File: src/design/upd_pkg.sv
// ----------------------------------------------------------------------------
// upd_pkg
// Shared types, character codes and helpers for the URL percent decoder.
// ----------------------------------------------------------------------------
package upd_pkg;

  localparam logic [7:0] CH_PERCENT = 8'h25;
  localparam logic [7:0] CH_PLUS    = 8'h2B;
  localparam logic [7:0] CH_SPACE   = 8'h20;

  // Depth of the command queue between the front and the back.
  localparam int QDEPTH = 4;
  localparam int QAW    = $clog2(QDEPTH);

  // Escape phase of the front classifier.
  typedef enum logic [1:0] {
    PH_IDLE  = 2'd0,  // nothing held
    PH_PCT   = 2'd1,  // a percent sign is held
    PH_DIGIT = 2'd2   // a percent sign and one hex digit are held
  } upd_phase_t;

  // One command: up to three bytes to send, lowest index first.
  typedef struct packed {
    logic            last;   // the final byte of this command ends the string
    logic [1:0]      cnt;    // number of valid bytes, 1 to 3
    logic [2:0][7:0] data;   // bytes in send order, data[0] first
  } upd_cmd_t;

  function automatic logic is_hex(input logic [7:0] c);
    return ((c >= 8'h30) && (c <= 8'h39)) ||
           ((c >= 8'h41) && (c <= 8'h46)) ||
           ((c >= 8'h61) && (c <= 8'h66));
  endfunction

  // Value of a character already known to be a hex digit.
  function automatic logic [3:0] hex_val(input logic [7:0] c);
    return c[6] ? (c[3:0] + 4'd9) : c[3:0];
  endfunction

endpackage

File: src/design/url_percent_decoder.sv
// ----------------------------------------------------------------------------
// url_percent_decoder
// Streaming URL form decoder: percent escapes and plus signs to bytes.
// ----------------------------------------------------------------------------
// One encoded character enters per transfer, with in_tlast on the final
// character of a string. A percent sign followed by two hex digits of either
// case becomes one byte, a plus sign becomes a space, and every other
// character passes through. A broken escape sends the held percent sign and
// any held digit as they are, and the breaking character is then decoded
// afresh. At the end of a string anything still held is flushed and the last
// decoded byte carries out_tlast. The input side takes one character per
// cycle as long as the four-entry command queue has room; the output side
// sends one byte per cycle while out_tready is high and commands wait, so a
// character that yields two or three bytes (a broken escape or an
// end-of-string flush) holds the output for each byte in turn and the queue
// absorbs the difference. A character's first output byte reaches out_tvalid
// by way of the queue, the back stage's command register and the registered
// output stage, in that order.
// ----------------------------------------------------------------------------
module url_percent_decoder (
  input  logic       clk,
  input  logic       rst_n,
  input  logic       in_tvalid,
  output logic       in_tready,
  input  logic [7:0] in_tdata,    // [7:0] in_char
  input  logic       in_tlast,    // in_last
  output logic       out_tvalid,
  input  logic       out_tready,
  output logic [7:0] out_tdata,   // [7:0] out_byte
  output logic       out_tlast    // out_last
);
  import upd_pkg::*;

  logic     in_acc;
  logic     push;
  logic     q_full;
  logic     q_valid;
  logic     q_pop;
  upd_cmd_t wr_cmd;
  upd_cmd_t rd_cmd;

  // The front always produces at most one command per character, so it can
  // take a character whenever the queue has a free slot.
  assign in_tready = !q_full;
  assign in_acc    = in_tvalid && in_tready;

  // Front: escape tracking and classification of each character.
  upd_front u_front (
    .clk    (clk),
    .rst_n  (rst_n),
    .acc    (in_acc),
    .char_i (in_tdata),
    .last_i (in_tlast),
    .push   (push),
    .cmd    (wr_cmd)
  );

  // Queue of pending commands.
  upd_queue u_queue (
    .clk      (clk),
    .rst_n    (rst_n),
    .push     (push),
    .wr_cmd   (wr_cmd),
    .full     (q_full),
    .pop      (q_pop),
    .rd_valid (q_valid),
    .rd_cmd   (rd_cmd)
  );

  // Back: serializes each command into output byte transfers.
  upd_back u_back (
    .clk       (clk),
    .rst_n     (rst_n),
    .q_valid   (q_valid),
    .q_cmd     (rd_cmd),
    .q_pop     (q_pop),
    .out_valid (out_tvalid),
    .out_ready (out_tready),
    .out_byte  (out_tdata),
    .out_last  (out_tlast)
  );

endmodule

File: src/design/upd_front.sv
// ----------------------------------------------------------------------------
// upd_front
// Accepts characters, tracks the escape phase and turns each character into
// a command of zero to three output bytes.
// ----------------------------------------------------------------------------
module upd_front (
  input  logic             clk,
  input  logic             rst_n,
  input  logic             acc,      // a character is taken this cycle
  input  logic [7:0]       char_i,
  input  logic             last_i,
  output logic             push,
  output upd_pkg::upd_cmd_t cmd
);
  import upd_pkg::*;

  upd_phase_t  phase_r, phase_nxt, phase_mid;
  logic [7:0]  held_r, held_nxt;
  logic        c_hex;
  logic        fresh_emit;
  logic [7:0]  fresh_byte;
  logic [1:0]  n;
  logic [2:0][7:0] b;

  assign c_hex      = is_hex(char_i);
  assign fresh_emit = (char_i != CH_PERCENT);
  assign fresh_byte = (char_i == CH_PLUS) ? CH_SPACE : char_i;

  // Next state.
  always_comb begin
    held_nxt = held_r;
    unique case (phase_r)
      PH_PCT: begin
        if (c_hex) begin
          phase_mid = PH_DIGIT;
          held_nxt  = char_i;
        end else begin
          phase_mid = (char_i == CH_PERCENT) ? PH_PCT : PH_IDLE;
        end
      end
      PH_DIGIT: begin
        if (c_hex) begin
          phase_mid = PH_IDLE;
        end else begin
          phase_mid = (char_i == CH_PERCENT) ? PH_PCT : PH_IDLE;
        end
      end
      default: begin
        phase_mid = (char_i == CH_PERCENT) ? PH_PCT : PH_IDLE;
      end
    endcase
    phase_nxt = last_i ? PH_IDLE : phase_mid;
  end

  // Bytes produced by this character.
  always_comb begin
    n = 2'd0;
    b = '0;
    unique case (phase_r)
      PH_PCT: begin
        if (!c_hex) begin
          b[n] = CH_PERCENT;
          n    = n + 2'd1;
          if (fresh_emit) begin
            b[n] = fresh_byte;
            n    = n + 2'd1;
          end
        end
      end
      PH_DIGIT: begin
        if (c_hex) begin
          b[n] = {hex_val(held_r), hex_val(char_i)};
          n    = n + 2'd1;
        end else begin
          b[n] = CH_PERCENT;
          n    = n + 2'd1;
          b[n] = held_r;
          n    = n + 2'd1;
          if (fresh_emit) begin
            b[n] = fresh_byte;
            n    = n + 2'd1;
          end
        end
      end
      default: begin
        if (fresh_emit) begin
          b[n] = fresh_byte;
          n    = n + 2'd1;
        end
      end
    endcase
    // End of string: flush whatever is still held.
    if (last_i) begin
      if (phase_mid == PH_PCT) begin
        b[n] = CH_PERCENT;
        n    = n + 2'd1;
      end else if (phase_mid == PH_DIGIT) begin
        // A digit is held only when this very character was it.
        b[n] = CH_PERCENT;
        n    = n + 2'd1;
        b[n] = char_i;
        n    = n + 2'd1;
      end
    end
  end

  assign cmd.last = last_i;
  assign cmd.cnt  = n;
  assign cmd.data = b;
  assign push     = acc && (n != 2'd0);

  always_ff @(posedge clk) begin
    if (!rst_n) begin
      phase_r <= PH_IDLE;
      held_r  <= '0;
    end else if (acc) begin
      phase_r <= phase_nxt;
      held_r  <= held_nxt;
    end
  end

endmodule

File: src/design/upd_queue.sv
// ----------------------------------------------------------------------------
// upd_queue
// Small command FIFO that decouples the front classifier from the back.
// ----------------------------------------------------------------------------
module upd_queue (
  input  logic              clk,
  input  logic              rst_n,
  input  logic              push,
  input  upd_pkg::upd_cmd_t wr_cmd,
  output logic              full,
  input  logic              pop,
  output logic              rd_valid,
  output upd_pkg::upd_cmd_t rd_cmd
);
  import upd_pkg::*;

  upd_cmd_t        mem [QDEPTH];
  logic [QAW-1:0]  wr_ptr_r, rd_ptr_r;
  logic [QAW:0]    count_r, count_nxt;
  logic            do_push, do_pop;

  assign full     = (count_r == QDEPTH[QAW:0]);
  assign rd_valid = (count_r != '0);
  assign rd_cmd   = mem[rd_ptr_r];
  assign do_push  = push && !full;
  assign do_pop   = pop && rd_valid;

  always_comb begin
    count_nxt = count_r;
    if (do_push && !do_pop) begin
      count_nxt = count_r + 1'b1;
    end else if (do_pop && !do_push) begin
      count_nxt = count_r - 1'b1;
    end
  end

  always_ff @(posedge clk) begin
    if (do_push) begin
      mem[wr_ptr_r] <= wr_cmd;
    end
  end

  always_ff @(posedge clk) begin
    if (!rst_n) begin
      wr_ptr_r <= '0;
      rd_ptr_r <= '0;
      count_r  <= '0;
    end else begin
      if (do_push) begin
        wr_ptr_r <= wr_ptr_r + 1'b1;
      end
      if (do_pop) begin
        rd_ptr_r <= rd_ptr_r + 1'b1;
      end
      count_r <= count_nxt;
    end
  end

endmodule

File: src/design/upd_back.sv
// ----------------------------------------------------------------------------
// upd_back
// Takes commands from the queue and sends their bytes one per cycle while
// out_ready is high, through a registered output stage.
// ----------------------------------------------------------------------------
module upd_back (
  input  logic              clk,
  input  logic              rst_n,
  input  logic              q_valid,
  input  upd_pkg::upd_cmd_t q_cmd,
  output logic              q_pop,
  output logic              out_valid,
  input  logic              out_ready,
  output logic [7:0]        out_byte,
  output logic              out_last
);
  import upd_pkg::*;

  upd_cmd_t    cur_r;
  logic        cur_valid_r;
  logic [1:0]  idx_r;
  logic        out_valid_r;
  logic [7:0]  out_byte_r;
  logic        out_last_r;
  logic        load;
  logic        done;

  assign load  = cur_valid_r && (!out_valid_r || out_ready);
  assign done  = (idx_r == (cur_r.cnt - 2'd1));
  assign q_pop = q_valid && (!cur_valid_r || (load && done));

  always_ff @(posedge clk) begin
    if (!rst_n) begin
      cur_valid_r <= 1'b0;
      idx_r       <= '0;
    end else if (q_pop) begin
      cur_valid_r <= 1'b1;
      idx_r       <= '0;
    end else if (load && done) begin
      cur_valid_r <= 1'b0;
    end else if (load) begin
      idx_r <= idx_r + 2'd1;
    end
  end

  always_ff @(posedge clk) begin
    if (q_pop) begin
      cur_r <= q_cmd;
    end
  end

  always_ff @(posedge clk) begin
    if (!rst_n) begin
      out_valid_r <= 1'b0;
    end else if (load) begin
      out_valid_r <= 1'b1;
    end else if (out_ready) begin
      out_valid_r <= 1'b0;
    end
  end

  always_ff @(posedge clk) begin
    if (load) begin
      out_byte_r <= cur_r.data[idx_r];
      out_last_r <= cur_r.last && done;
    end
  end

  assign out_valid = out_valid_r;
  assign out_byte  = out_byte_r;
  assign out_last  = out_last_r;

endmodule

File: config.mk
export PLATFORM = sky130hd
export DESIGN_NAME = url_percent_decoder
export DESIGN_NICKNAME = d
export VERILOG_FILES = /design/src/design/upd_pkg.sv /design/src/design/url_percent_decoder.sv /design/src/design/upd_front.sv /design/src/design/upd_queue.sv /design/src/design/upd_back.sv
export SDC_FILE = /design/constraint.sdc
export NUM_CORES = 1
export LEC_CHECK = 0
export BUFFER_PORTS_ARGS = -buffer_cell sky130_fd_sc_hd__buf_2
export CAP_MARGIN = 15
export CORE_MARGIN = 10
export CORE_UTILIZATION = 25
export CTS_CLUSTER_DIAMETER = 60
export DETAILED_ROUTE_END_ITERATION = 8
export SETUP_SLACK_MARGIN = 0.05
export SYNTH_ARGS = -nofsm -noshare
export SYNTH_HDL_FRONTEND = slang
export SYNTH_SLANG_ARGS = --single-unit
File: constraint.sdc
create_clock -name clk -period 5.4 [get_ports clk]
set_input_delay 0.27 -clock clk [delete_from_list [all_inputs] [get_ports clk]]
set_output_delay 0.27 -clock clk [all_outputs]
set_load 0.02 [all_outputs]
Yosys cells after proc, flatten, opt, wreduce, memory -nomap -nowiden
Memory sizes are Yosys's and may differ from the RTL's. A register that Yosys moved wholly into a read port is not among the register bits. Index checks and enable logic that the tools add are counted.

RAM bits: 108. Register bits after elaboration: 30. Memories kept: 1.

Memories: u_queue.mem (depth 4, bits a word 27, rd ports 1, clocked after Yosys merged registers in 1, wr ports 1, RTL line upd_queue.sv:17) `upd_cmd_t mem [QDEPTH];`.

Bitwise logic cells: 5. Equality and inequality tests: 9. Add/sub/neg operators: 10. Multiplexer cells: 42. $lt $le $gt $ge: 11. Reductions and logical operators: 32.

Operator list (number): $mux W24 (3); $mux W8 (7); $demux W8 S2 (2); $mux W16 (2); $pmux W8 S2 (2); $bwmux W24 (1); $mux W2 (9); $bmux W8 S2 (1); $eq A8 B6 Y1 const B (2); $ge A8 B7 Y1 const B (2); $le A8 B7 Y1 const B (2); $and A15 B15 Y15 (1); $logic_and A1 B1 Y1 (15); $not A15 Y15 (1); $add A2 B1 Y2 const B (5); $lt A2 B3 Y1 const B (3); $mux W1 (9); $or A9 B9 Y9 (1); $add A4 B4 Y4 const B (2); $ge A8 B6 Y1 const B (1); $le A8 B6 Y1 const B (1); $mux W4 (2); $ne A8 B6 Y1 const B (1); $pmux W2 S2 (2); other kinds (17) (32).

Logic depth before layout (Yosys ltp)
Depth after elaboration: 18. Depth in mapped cells: 18.

Hierarchy
Synthesis repeated with hierarchy kept, for this count alone.

Cells, all modules: 498. Area total of the unflattened synthesis: 7512.2 sq um.

Modules (own cells, without submodules): upd_queue (cells an instance 189, times used 1, area each 4430.5 sq um); upd_back (cells an instance 100, times used 1, area each 1549.0 sq um); upd_front (cells an instance 207, times used 1, area each 1522.7 sq um); url_percent_decoder (cells an instance 2, times used 1, area each 10.0 sq um).

Worst setup path after synthesis
No wires, ideal clock.

Path kind: in2reg. From: input in_tdata[0]. To: register u_queue.count_r[2]. Data arrival time: 3859 ps. Cell stages on the path: 18. Buffers on the path: 2. Path slack: 1466 ps. Cell sequence: clkbuf_1 inv_1 ha_1 and4bb_1 a211oi_2 and3_4 buf_2 or3_1 ha_1 o21ai_0 a31o_1 a31oi_4 ha_1 inv_1 fa_1 xor2_1 or3_1 a21boi_0.

Longest elaborated chain between the ends: 17. Elaborated cells on any way between the ends: 38.

Ends and longest elaborated chain: start: declaration (RTL line url_percent_decoder.sv:25) `input logic [7:0] in_tdata,`; $ge A8 B6 Y1 (tied with other cells) (RTL line upd_pkg.sv:30) `return ((c >= 8'h30) && (c <= 8'h39)) ||`; $logic_and A1 B1 Y1 (on tied branches) (RTL line upd_pkg.sv:30, upd_pkg.sv:31); $logic_or A1 B1 Y1 (RTL line upd_pkg.sv:30); $logic_or A1 B1 Y1 (RTL line upd_pkg.sv:31) `((c >= 8'h41) && (c <= 8'h46)) ||`; $mux W2 (on tied branches) (RTL line upd_front.sv:71, upd_front.sv:61); $pmux W2 S2 (RTL line upd_front.sv:59) `unique case (phase_r)`; $add A2 B1 Y2 (RTL line upd_front.sv:96, upd_front.sv:100); $add A2 B1 Y2 (RTL line upd_front.sv:102) `n = n + 2'd1;`; (+2 left out); $mux W2 * (RTL line upd_front.sv:93) `if (last_i) begin`; $reduce_bool A2 Y1 * (RTL line upd_front.sv:110) `assign push = acc && (n != 2'd0);`; $logic_and A1 B1 Y1 * (RTL line upd_front.sv:110); $logic_and A1 B1 Y1 * (RTL line upd_queue.sv:25) `assign do_push = push && !full;`; via u_queue.do_push (RTL line upd_queue.sv:20) `logic do_push, do_pop;`; $logic_not A1 Y1 (RTL line upd_queue.sv:32) `end else if (do_pop && !do_push) begin`; $logic_and A1 B1 Y1 (RTL line upd_queue.sv:32); $reduce_bool A2 Y1 (no line); end signal: assignment (RTL line upd_queue.sv:55) `count_r <= count_nxt;`; end: declaration (RTL line upd_queue.sv:19) `logic [QAW:0] count_r, count_nxt;`.

The timed path passes the listed nets; every way through them passes the cells marked *. A chain may end at the register's enable or synchronous reset.

Worst setup path after layout
From: register u_front.phase_r[0]. To: register u_queue.count_r[2].

Longest elaborated chain between the ends: 13. Elaborated cells on any way between the ends: 19.

Ends and longest elaborated chain: start: declaration (RTL line upd_front.sv:17) `upd_phase_t phase_r, phase_nxt, phase_mid;`; start signal: assignment (RTL line upd_front.sv:117) `phase_r <= phase_nxt;`; $eq A2 B2 Y1 / $eq A2 B1 Y1 (equally long branches) (RTL line upd_front.sv:32, upd_front.sv:59); $pmux W2 S2 (RTL line upd_front.sv:59); $add A2 B1 Y2 (RTL line upd_front.sv:96, upd_front.sv:100); $add A2 B1 Y2 (RTL line upd_front.sv:102); $mux W2 (RTL line upd_front.sv:97) `end else if (phase_mid == PH_DIGIT) begin`; $mux W2 (RTL line upd_front.sv:94) `if (phase_mid == PH_PCT) begin`; $mux W2 * (RTL line upd_front.sv:93); $reduce_bool A2 Y1 * (RTL line upd_front.sv:110); $logic_and A1 B1 Y1 * (RTL line upd_front.sv:110); $logic_and A1 B1 Y1 * (RTL line upd_queue.sv:25); via u_queue.do_push (RTL line upd_queue.sv:20); $logic_not A1 Y1 (RTL line upd_queue.sv:32); $logic_and A1 B1 Y1 (RTL line upd_queue.sv:32); $reduce_bool A2 Y1 (no line).

Marked as above.

==> run summary <==
status: finished clean
register-to-register setup slack: 1.25 ns
Worst Hold End: u_back.out_valid
fillers: 2919
die width: 192 um
nets@finish: 539
Final Skew: 0.00904 ns
CTS Hold Buffers Added: 0
Mapped Area: 0.00739 mm2
Top delay family on crit path: adder cells
worst-case reg-to-reg path depth: 16
Port Buffers: 23
GPL Wtd Cong: 0.877
DRC Markers: 0
CP arrival: 4.51 ns
Die ar.: 0.0368 mm2
CP max-delay cell: ha_1
CTS Buf Count: 17
insertion delay to the later sink of the worst-skew pair: 0.42 ns
Synth async-reset ratio: 0%
Placed Instance Area: 0.00790 mm2
initial antenna violation count: 0
fin area: 0.00847 mm2
CTS HTree Levels: 4
Min-Delay Path Class: in2reg
Syn Nets: 515
pwr/cell area: 428 mW/mm2
RSZ-0062 raised after global routing: false
r2r startpoint: u_front.phase_r[0]
Initial DRC Count: 363
Antenna Nets Post-Route: 0
dpl cells: 872
Root Buffer: clkbuf_16
CP Launch Point: u_front.phase_r[0]
WP buf/inv: 3
slowest stage delay, CP: 0.55 ns
post_cts resized: 0
Min-Delay Path Depth: 3
DIE HEIGHT: 192 um
setup TNS: 0 ns
Post-CTS Setup Inserts: 0
final wirelength: 15200 um
Final Max Tran Viols: 0
DR pass1 iterations: 5
CTS tree: built
clk buf depth: 2
CTS sink cnt: 165
GRT Util Overall: 8.66%
Top FF cell, synth: edfxtp_1
P_leak: 2.80 nW
crit start category: flip-flop
worst-case vdd ir drop: 223 uV
Post-Synthesis Cells: 484
RR Endpoint: u_queue.count_r[2]
Yosys cell types: 75
kind of end point of the critical path: flip-flop
area delta synth->final: 14.6%
layout cell share with drive strength beyond 1: 20.0%
Rows: 62
hold path startpoint: out_tready
ant diodes: 0
crit path cell chain: inv_1, ha_1, nor2_1, nor2_1, a21o_1, inv_1, ha_1, o21ai_0, a31o_1, a31oi_4, ha_1, inv_1, fa_1, xor2_1, or3_1, a21boi_0
first-pass GRT wire length: 24200 um
min cycle time layout: 4.15 ns
Max FO, Critical Path: 21
Final Hold Violating Endpoints: 0
mean area per synthesized cell: 15.3 um2
maxcap violations: 0
Detailed Place HPWL: 10000 um
final cycle utilization of the critical path: 76.9%
wire length per cell: 16.8 um
Rel. slew slack: 26.3%
Yosys reg bits: 165
number of synthesized flops with an enable pin: 144
Final Non-Filler Cells: 905
worst-margin pin slew: 1.09 ns
Core ar.: 0.0289 mm2
vias: 4080
sequential area share after synthesis: 64.2%
FMAX: 241 MHz
Ys Warns: 0
Worst EP required: 5.75 ns
Initial Utilization: 25.5%
pin count of the biggest net entering global routing: 30
clock transition at the registers of the reported paths: 0.07 ns
Crit Path Category: reg2reg
final setup fails: 0
I/O pin count: 24
number of global-route vias before repair: 4067
GR Overflow Total: 0
Via density: 4.51
==> state kept, by name (all words and copies together), names as in the netlist <==
name,flops
u_back.cur_r,27
u_queue.count_r,3
u_back.out_last,1
u_back.out_byte,8
u_queue.rd_ptr_r,2
u_queue.wr_ptr_r,2
u_back.out_valid,1
u_front.phase_r,2
u_queue.mem,108
u_back.cur_valid_r,1
u_back.idx_r,2
u_front.held_r,8
==> synth_stat cells, drive strengths merged (3+ instances only) <==
master   instances  area [um2]
o21a            10        75.1
a32oi            3        26.3
inv             15        56.3
nand4            3        18.8
nand2           32         136
ha              17         213
o2bb2a           3        30.0
a31oi            4        40.0
a21boi           3        22.5
nand3b           3        22.5
mux4            27         608
and3             7        48.8
xnor2            6        52.6
buf              9        56.3
o2bb2ai          4        35.0
nor2            15        56.3
and2             9        56.3
a21oi           13        65.1
or3              8        55.1
clkbuf          13        52.6
o21ai           16        91.3
a21o             5        37.5
nor2b           18         113
nor3            10        76.3
nand3            7        35.0
mux2i           18         180
xor2             4        35.0
dfxtp           21         420
edfxtp         144        4320
==> per-layer routing <==
metal | vias to the layer above | GRT usage [%] | routed length [um]
li1 | 1923 | - | -
met1 | 2013 | 11.8 | 7320
met2 | 126 | 13.0 | 6930
met3 | 18 | 2.23 | 731
met4 | 0 | 3.13 | 229
met5 | - | 0 | 0
==> report_power, final <==
group / total [W] / internal [W] / leakage [nW] / switching, W
combinational: 0.000672 / 0.000295 / 0.996 / 0.000378
sequential: 0.00181 / 0.00169 / 1.54 / 0.000116
clock: 0.00114 / 0.000638 / 0.264 / 0.000505
==> worst max path at each step <==
stage	end	slack (ns)	cells past startpoint
6_report	u_queue.count_r[2]	1.25	16
5_1_grt	u_queue.count_r[2]	0.82	16
4_1_cts	u_queue.count_r[2]	1.24	16
3_5_place_dp	u_queue.count_r[2]	1.15	17
3_3_place_gp	u_queue.count_r[2]	1.27	17
2_1_floorplan	u_queue.count_r[2]	1.47	18
==> placed cells by master, fill, tap and decap left out, types with 3 or more instances in the layout <==
cell,n
nor2_1,15
buf_4,5
and2_1,9
ha_1,17
edfxtp_1,144
o21ai_1,4
nor3_2,3
o21a_1,10
nand3b_1,3
nor3_1,6
mux4_2,27
and3_1,6
o2bb2ai_1,4
a21oi_1,13
a31oi_1,3
clkinvlp_4,3
or3_1,7
buf_2,23
nor2b_1,18
nand3_1,7
inv_1,13
a32oi_1,3
a21o_1,5
xnor2_1,6
mux2i_1,18
inv_6,4
o21ai_0,11
dfxtp_1,19
xor2_1,4
o2bb2a_1,3
clkbuf_16,17
nand4_1,3
nand2_1,31
==> per-stage QoR <==
| step | total power, W | hold slack [ns] | util, % | setup slack, ns |
|---|---|---|---|---|
| after detailed placement | 0.00252 | 0.444 | 27.3 | 1.15 |
| after global placement | 0.00251 | 0.445 | 27.3 | 1.27 |
| after CTS | 0.00366 | 0.218 | 29.2 | 1.24 |
| final | 0.00363 | 0.209 | 29.3 | 1.25 |
| after floorplan | 0.00230 | 0.369 | - | 1.47 |
| after global routing | 0.00382 | 0.255 | 29.3 | 0.822 |
==> layout make-up <==
cell class	count	area (um2)	share of cell area, %
multi-input cells	280	2460	29.1
clock buffers	18	429	5.06
well taps	384	480	5.67
flip-flops and latches	165	4750	56.0
clock inverters	14	125	1.48
inverters	15	56.3	0.665
repair buffers	29	173	2.04
==> kinds of logic (layout without fill, tap and decap cells) <==
group	after synthesis	count (layout)	share of synthesized area, %
DFF	165	165	64.2
buffers and inverters	39	76	2.51
and+or+nand+nor	122	122	9.63
AOI/OAI and AO/OA	84	84	8.53
adders and majority gates	18	18	3.15
xor gates and xnor gates	10	10	1.18
muxes	46	46	10.8
==> tightest hold or removal path: stages <==
cell and delay, ns:
buf_2 0.08, nor2b_1 0.07, o21a_1 0.18
Note: power is estimated with default switching activity, not from simulation.
